`config.mk`:
```
export PLATFORM = sky130hd
export DESIGN_NAME = quadratic_bisection_root_top
export DESIGN_NICKNAME = d
export VERILOG_FILES = /design/src/hw/rtl/qbr_pkg.sv /design/src/hw/rtl/quadratic_bisection_root_top.sv
export VERILOG_INCLUDE_DIRS = /design/src /design/src/hw/rtl
export SDC_FILE = /design/constraint.sdc
export NUM_CORES = 2
export LEC_CHECK = 0
export BUFFER_PORTS_ARGS = -buffer_cell sky130_fd_sc_hd__buf_2
export CAP_MARGIN = 30
export CORE_MARGIN = 2
export CORE_UTILIZATION = 65
export DETAILED_ROUTE_END_ITERATION = 7
export PLACE_DENSITY_LB_ADDON = 0.15
export SLEW_MARGIN = 10
export SYNTH_ARGS = -nofsm -noshare
export SYNTH_HDL_FRONTEND = slang
export SYNTH_SLANG_ARGS = --single-unit
```
`constraint.sdc`:
```
create_clock -name clk -period 13.8 [get_ports clk]
set_clock_uncertainty 0.15 [all_clocks]
set_input_delay 2.76 -clock clk [delete_from_list [all_inputs] [get_ports clk]]
set_output_delay 2.76 -clock clk [all_outputs]
set_load 0.01 [all_outputs]
```
`src/hw/rtl/quadratic_bisection_root_top_macros.svh`:
```
// Assertion macros for the bisection root finder.
// Each macro expects clk and rst to be visible where it is used.
`ifndef QUADRATIC_BISECTION_ROOT_TOP_MACROS_SVH
`define QUADRATIC_BISECTION_ROOT_TOP_MACROS_SVH

`ifndef SYNTHESIS

`define QBR_ASSERT_IMP(lbl, ante, cons) \
  lbl: assert property (@(posedge clk) disable iff (rst) (ante) |-> (cons)) \
    else $error("qbr assertion failed: implication");

`define QBR_ASSERT_NEXT(lbl, ante, cons) \
  lbl: assert property (@(posedge clk) disable iff (rst) (ante) |=> (cons)) \
    else $error("qbr assertion failed: next-cycle implication");

`define QBR_ASSERT_NEVER(lbl, expr) \
  lbl: assert property (@(posedge clk) disable iff (rst) !(expr)) \
    else $error("qbr assertion failed: forbidden condition");

`else

`define QBR_ASSERT_IMP(lbl, ante, cons)
`define QBR_ASSERT_NEXT(lbl, ante, cons)
`define QBR_ASSERT_NEVER(lbl, expr)

`endif

`endif

```
`src/hw/rtl/qbr_pkg.sv`:
```
`default_nettype none

package qbr_pkg;

  localparam int WORD_BITS_DEF = 32;
  localparam int FRAC_BITS_DEF = 16;
  localparam int MAX_STEPS_DEF = 40;

  // Register reset values, Q16.16.
  localparam longint LOWER_RESET = -45875;
  localparam longint UPPER_RESET = 98304;
  localparam longint TOL_RESET   = 66;

  typedef enum logic [1:0] {
    REG_LOWER = 2'd0,
    REG_UPPER = 2'd1,
    REG_TOL   = 2'd2
  } reg_index_t;

  typedef enum logic [1:0] {
    ST_FOUND     = 2'd0,
    ST_NO_CHANGE = 2'd1,
    ST_NO_PREC   = 2'd2
  } status_t;

  // Which point the shared evaluator is working on.
  typedef enum logic [1:0] {
    PH_LOW   = 2'd0,
    PH_HIGH  = 2'd1,
    PH_MID   = 2'd2,
    PH_FINAL = 2'd3
  } phase_t;

endpackage

`default_nettype wire

```
`src/hw/rtl/quadratic_bisection_root_top.sv`:
```
// Channel   Direction  Handshake            Payload
// in        sink       in_valid/in_ready    coef_square, coef_linear, coef_const
// out       source     out_valid/out_ready  root, status
// cfg       sink       cfg_write            cfg_index, cfg_data
//
// An item runs at most MAX_STEPS bisection steps, or none without a sign change.
// Each evaluation of f steps through S_MULA, S_ADDB, S_MULLO, S_MULHI, S_ACC
// and S_DECIDE on the one shared 33x32 multiplier and the wide accumulator,
// and each bisection step adds S_CHECK for the interval check. A new item is
// taken only while the sequencer is idle, but a finished result may wait in
// the output register meanwhile. Reset is synchronous and clears the
// sequencer, the valid flag, the interval registers and the pending result.
`default_nettype none

`include "quadratic_bisection_root_top_macros.svh"

module quadratic_bisection_root_top
  import qbr_pkg::*;
#(
  parameter int WORD_BITS = WORD_BITS_DEF,
  parameter int FRAC_BITS = FRAC_BITS_DEF,
  parameter int MAX_STEPS = MAX_STEPS_DEF
) (
  input  wire logic                        clk,
  input  wire logic                        rst,
  input  wire logic                        in_valid,
  output logic                             in_ready,
  input  wire logic signed [WORD_BITS-1:0] coef_square,
  input  wire logic signed [WORD_BITS-1:0] coef_linear,
  input  wire logic signed [WORD_BITS-1:0] coef_const,
  output logic                             out_valid,
  input  wire logic                        out_ready,
  output logic signed [WORD_BITS-1:0]      root,
  output logic [1:0]                       status,
  input  wire logic                        cfg_write,
  input  wire logic [1:0]                  cfg_index,
  input  wire logic [WORD_BITS-1:0]        cfg_data
);

  localparam int W   = WORD_BITS;
  localparam int F   = FRAC_BITS;
  // Width of a*x + b*2^F, and of the operand the multiplier takes from it.
  localparam int SW  = ((2 * W > W + F) ? 2 * W : W + F) + 1;
  localparam int MA  = SW - W;
  localparam int PW  = MA + W;
  // Width that holds f scaled by 2^(2F) exactly.
  localparam int FM0 = (3 * W > 2 * W + F) ? 3 * W : 2 * W + F;
  localparam int FW  = ((FM0 > W + 2 * F) ? FM0 : W + 2 * F) + 2;
  localparam int SCW = $clog2(MAX_STEPS + 1);

  typedef enum logic [8:0] {
    S_IDLE   = 9'b000000001,
    S_MULA   = 9'b000000010,
    S_ADDB   = 9'b000000100,
    S_MULLO  = 9'b000001000,
    S_MULHI  = 9'b000010000,
    S_ACC    = 9'b000100000,
    S_DECIDE = 9'b001000000,
    S_CHECK  = 9'b010000000,
    S_DONE   = 9'b100000000
  } state_t;

  state_t state;
  phase_t phase;

  logic signed [W-1:0] lower_bound;
  logic signed [W-1:0] upper_bound;
  logic [W-2:0]        tolerance;

  logic signed [W-1:0] coef_a;
  logic signed [W-1:0] coef_b;
  logic signed [W-1:0] coef_c;
  logic signed [W-1:0] low_end;
  logic signed [W-1:0] high_end;
  logic signed [W-1:0] x;
  logic [SCW-1:0]      step_count;
  logic                sl_neg;
  logic                sl_nz;

  logic signed [PW-1:0] prod;
  logic signed [SW-1:0] s_reg;
  logic signed [FW-1:0] acc;

  logic signed [W-1:0] res_root;
  status_t             res_status;

  // Shared multiplier.
  logic signed [MA-1:0] mul_a;
  logic signed [PW-1:0] mul_out;

  always_comb begin
    case (state)
      S_MULA:  mul_a = MA'(coef_a);
      S_MULLO: mul_a = $signed({{(MA - W){1'b0}}, s_reg[W-1:0]});
      S_MULHI: mul_a = s_reg[SW-1:W];
      default: mul_a = MA'(coef_a);
    endcase
  end

  assign mul_out = PW'(mul_a) * PW'(x);

  // Residual test |f| < eps, with f held at scale 2^(2F).
  logic signed [FW-1:0] thr;
  logic                 f_below;
  logic                 f_neg;
  logic                 f_nz;

  assign thr     = $signed({{(FW - W + 1){1'b0}}, tolerance} << (2 * F));
  assign f_below = (acc < thr) && (acc > -thr);
  assign f_neg   = acc[FW-1];
  assign f_nz    = |acc;

  // Interval width test and midpoint, rounded toward minus infinity.
  logic signed [W+1:0] diff;
  logic signed [W+1:0] two_eps;
  logic signed [W:0]   mid_sum;
  logic signed [W-1:0] mid;
  logic                keep_going;

  assign diff       = (W + 2)'(high_end) - (W + 2)'(low_end);
  assign two_eps    = $signed({2'b00, tolerance, 1'b0});
  assign mid_sum    = (W + 1)'(low_end) + (W + 1)'(high_end);
  assign mid        = mid_sum[W:1];
  assign keep_going = (diff > two_eps) && (step_count < SCW'(MAX_STEPS));

  assign in_ready = (state == S_IDLE);

  // Configuration registers.
  always_ff @(posedge clk) begin
    if (rst) begin
      lower_bound <= W'(LOWER_RESET);
      upper_bound <= W'(UPPER_RESET);
      tolerance   <= (W - 1)'(TOL_RESET);
    end else if (cfg_write) begin
      case (cfg_index)
        REG_LOWER: lower_bound <= cfg_data;
        REG_UPPER: upper_bound <= cfg_data;
        REG_TOL:   tolerance   <= cfg_data[W-2:0];
        default: ;
      endcase
    end
  end

  // Datapath registers of the evaluator.
  always_ff @(posedge clk) begin
    case (state)
      S_MULA:  prod  <= mul_out;
      S_ADDB:  s_reg <= prod + (SW'(coef_b) <<< F);
      S_MULLO: prod  <= mul_out;
      S_MULHI: begin
        prod <= mul_out;
        acc  <= FW'(prod) + (FW'(coef_c) <<< (2 * F));
      end
      S_ACC:   acc   <= acc + (FW'(prod) <<< W);
      default: ;
    endcase
  end

  always_ff @(posedge clk) begin
    if (state == S_DONE && (!out_valid || out_ready)) begin
      root   <= res_root;
      status <= res_status;
    end
  end

  // Sequencer.
  always_ff @(posedge clk) begin
    if (rst) begin
      state      <= S_IDLE;
      phase      <= PH_LOW;
      out_valid  <= 1'b0;
      step_count <= '0;
      low_end    <= '0;
      high_end   <= '0;
      x          <= '0;
      sl_neg     <= 1'b0;
      sl_nz      <= 1'b0;
      res_root   <= '0;
      res_status <= ST_FOUND;
    end else begin
      if (state == S_DONE && (!out_valid || out_ready)) begin
        out_valid <= 1'b1;
      end else if (out_valid && out_ready) begin
        out_valid <= 1'b0;
      end
      case (state)
        S_IDLE: begin
          if (in_valid) begin
            coef_a     <= coef_square;
            coef_b     <= coef_linear;
            coef_c     <= coef_const;
            low_end    <= lower_bound;
            high_end   <= upper_bound;
            x          <= lower_bound;
            step_count <= '0;
            phase      <= PH_LOW;
            state      <= S_MULA;
          end
        end
        S_MULA:  state <= S_ADDB;
        S_ADDB:  state <= S_MULLO;
        S_MULLO: state <= S_MULHI;
        S_MULHI: state <= S_ACC;
        S_ACC:   state <= S_DECIDE;
        S_DECIDE: begin
          case (phase)
            PH_LOW: begin
              sl_neg <= f_neg;
              sl_nz  <= f_nz;
              x      <= high_end;
              phase  <= PH_HIGH;
              state  <= S_MULA;
            end
            PH_HIGH: begin
              // Both ends nonzero with the same sign: no bracket.
              if (sl_nz && f_nz && (sl_neg == f_neg)) begin
                res_root   <= '0;
                res_status <= ST_NO_CHANGE;
                state      <= S_DONE;
              end else begin
                state <= S_CHECK;
              end
            end
            PH_MID: begin
              step_count <= step_count + 1'b1;
              if (f_below) begin
                res_root   <= x;
                res_status <= ST_FOUND;
                state      <= S_DONE;
              end else begin
                if (sl_nz && f_nz && (sl_neg != f_neg)) begin
                  high_end <= x;
                end else begin
                  low_end <= x;
                  sl_neg  <= f_neg;
                  sl_nz   <= f_nz;
                end
                state <= S_CHECK;
              end
            end
            PH_FINAL: begin
              res_root   <= f_below ? x : '0;
              res_status <= f_below ? ST_FOUND : ST_NO_PREC;
              state      <= S_DONE;
            end
            default: state <= S_IDLE;
          endcase
        end
        S_CHECK: begin
          x     <= mid;
          phase <= keep_going ? PH_MID : PH_FINAL;
          state <= S_MULA;
        end
        S_DONE: begin
          if (!out_valid || out_ready) begin
            state <= S_IDLE;
          end
        end
        default: state <= S_IDLE;
      endcase
    end
  end

  `QBR_ASSERT_NEVER(a_step_limit, step_count > SCW'(MAX_STEPS))
  `QBR_ASSERT_IMP(a_root_zero, out_valid && (status != ST_FOUND), root == '0)
  `QBR_ASSERT_NEXT(a_busy_after_take, in_valid && in_ready, !in_ready)

endmodule

`default_nettype wire
```
==> results.cfg <==
[clock_tree]
cts_setup_buffers = 0
clk_pin_slew_ns = 0.06
cts_tree = yes
cts_hold_buf = 0
cts_resized = 0
htree_levels = 3
clock_latency_ns = 0.63
cts_buffers = 70
cts-root-buf = clkbuf_16
clk_path_buf_depth = 3
cts_sinks = 603

[sta]
tightestPinTransition_ns = 1.059
fin_tns_setup_ns = 0
rsz0062_at_grt = false
fin_crit_ns = 11.83
slew_violations = 0
timing.final.crit_share_pct = 85.75
setup_viol = 0
slew_headroom_pct = 28.84
hold_viol = 0
fmax_mhz = 84.50

[floorplanning]
dieArea_um2 = 116000
start_util_pct = 65.48
dieWidth_um = 340.7
die_h_um = 340.7
coreArea_um2 = 112500
num_rows = 123
pin_count = 171

[yosys]
synth_cell_types = 87
synth.most_common_cell = inv_1
ys_top_cells_by_area = fa_1 (30%), edfxtp_1 (15%), ha_1 (9.0%)
synthArstFlopShare_pct = 0
yosys_register_bits = 603
syn_avg_cell_area_um2 = 9.260
syn_inst = 7955
yosysWarnings = 0
synth_nets = 9734
synthesis.area_um2 = 73670
synth-main-ff-cell = edfxtp_1
synth-seq-area-share_pct = 21.25
synth_largest_area_cell = fa_1
synth_top_area_share_pct = 30.35
synth_common_cells = inv_1 (1291), fa_1 (1117), nand2_1 (973), and2_1 (585), ha_1 (527)
synth-edff-count = 358

[finish]
drive_gt1_share_pct = 5.921
layout.nets = 9677
area_delta_synth_final_pct = 6.176
largest_register_ffs = 98
fillers = 8848

[placed_design]
dp_hpwl_um = 167400
place.gp.congestion = 0.9892
io_buffer_count = 170

[worst_setup_path]
regToRegEndpoint = prod[61]
max_stage_delay_ns = 0.78
worst-setup-path-type = flip-flop to flip-flop
rrSetupSlack_ns = 1.97
critPathLaunchType = flip-flop
cp.required_ns = 14.01
ff2ff_path_depth = 34
reg2reg_from = state[5]
critPathSlowestCell = o211ai_1
worstPathMaxFanout = 65
crit_path_frequent_cell = fa_1
end_kind = flip-flop
critical_path_arrival_ns = 12.05

[drt]
drtAntennaViolNets = 0
totalWireLength_um = 216900
via_count = 57730
drt-initial-drc-count = 5321
remaining_drc_errors = 0
wire_per_inst_um = 22.93
firstDrtPassIters = 6
viasPerCell = 6.102

[global_route]
gr-total-overflow = 0
grt_antenna_before_repair = 10
grt_pass1_wl_um = 338400
grt_max_degree = 95
track_usage_pct = 38.10
grt_pass1_vias = 58310

[outcome]
outcome = finished, final reports clean

[job]
drv_cap = 0

[min_path]
hold_end = root[5]
min_path_type = flip-flop to flip-flop
hold_start = res_root[5]
whs_path_depth = 0
==> logic make-up after synthesis <==
family	share of synthesized area [%]
and+or+nand+nor	15.87
buffers and inverters	8.752
adders and majority gates	39.31
AOI/OAI and AO/OA	11.26
DFF	21.25
xor gates and xnor gates	3.436
muxes	0.1274
==> per-stage QoR <==
stage | utilization (%) | hold slack, ns | area [um2] | cells | worst slack, ns
4_1_cts | 69.43 | 0.2589 | 78110 | 9449 | 1.931
3_3_place_gp | 67.28 | 0.2683 | 75690 | 9318 | 1.856
2_1_floorplan | - | 0.2582 | 73670 | 7955 | 2.569
5_1_grt | 69.52 | 0.2582 | 78200 | 9455 | 1.528
6_report | 69.53 | 0.2623 | 78220 | 9460 | 1.966
3_5_place_dp | 67.31 | 0.2692 | 75720 | 9320 | 1.965
==> final cells by class <==
| type | count | area [um2] | share of cell area [%] |
|---|---|---|---|
| diodes | 5 | 12.51 | 0.01600 |
| clock buffers | 88 | 1922 | 2.457 |
| clock inverters | 41 | 461.7 | 0.5903 |
| inverters | 1292 | 4850 | 6.200 |
| multi-input cells | 5648 | 51650 | 66.04 |
| flip-flops and latches | 603 | 15660 | 20.02 |
| well taps | 1500 | 1877 | 2.399 |
| repair buffers | 283 | 1785 | 2.283 |
==> worst max path at each step <==
| stage | startpoint | to | slack, ns | cells past startpoint |
|---|---|---|---|---|
| global placement | state[8] | prod[60] | 1.86 | 33 |
| finish | state[5] | prod[61] | 1.97 | 34 |
| CTS | state[5] | prod[64] | 1.93 | 36 |
| detailed placement | state[5] | prod[64] | 1.96 | 36 |
| floorplan | state[8] | prod[64] | 2.57 | 37 |
| global route | state[8] | prod[61] | 1.53 | 34 |
==> placed cells by master (no fill, tap or decap), types with 34 or more instances in the layout <==
master	count
inv_1	1290
fa_1	1117
nand2_1	969
and2_1	585
ha_1	527
a21oi_1	486
edfxtp_1	358
nor2_1	327
dfxtp_1	245
xnor2_1	209
o21ai_0	198
a21o_1	169
buf_2	169
buf_4	105
nand3_1	89
a211oi_1	87
nor3_1	81
xor2_1	80
clkbuf_16	72
nand4_1	69
nor2b_1	57
nand2b_1	49
o21bai_1	48
nor4_1	42
a22oi_1	37
a31oi_1	34
==> worst max-delay path, delay by kind of cell, from the launching register on <==
kind / cells / cell delay, ns
AND/OR/NAND/NOR: 12 / 3.58
flip-flops: 1 / 0.35
XOR/XNOR: 1 / 0.07
adder cells (fa/ha/maj): 9 / 4.06
AO/OA/AOI/OAI: 7 / 2.44
buffers and inverters: 5 / 0.88
==> layer usage <==
| metal | global-route usage (%) | vias to the layer above | part of all wire (%) |
|---|---|---|---|
| met5 | 0 | - | 0.020 |
| met4 | 17.96 | 6 | 5.6 |
| met3 | 7.542 | 542 | 10 |
| met2 | 59.93 | 2839 | 46 |
| met1 | 51.19 | 28930 | 39 |
| li1 | - | 25410 | - |
Power is left out: the tool's default activity adds up to more than one toggle a clock period on the data nets, which glitch-free logic cannot reach.
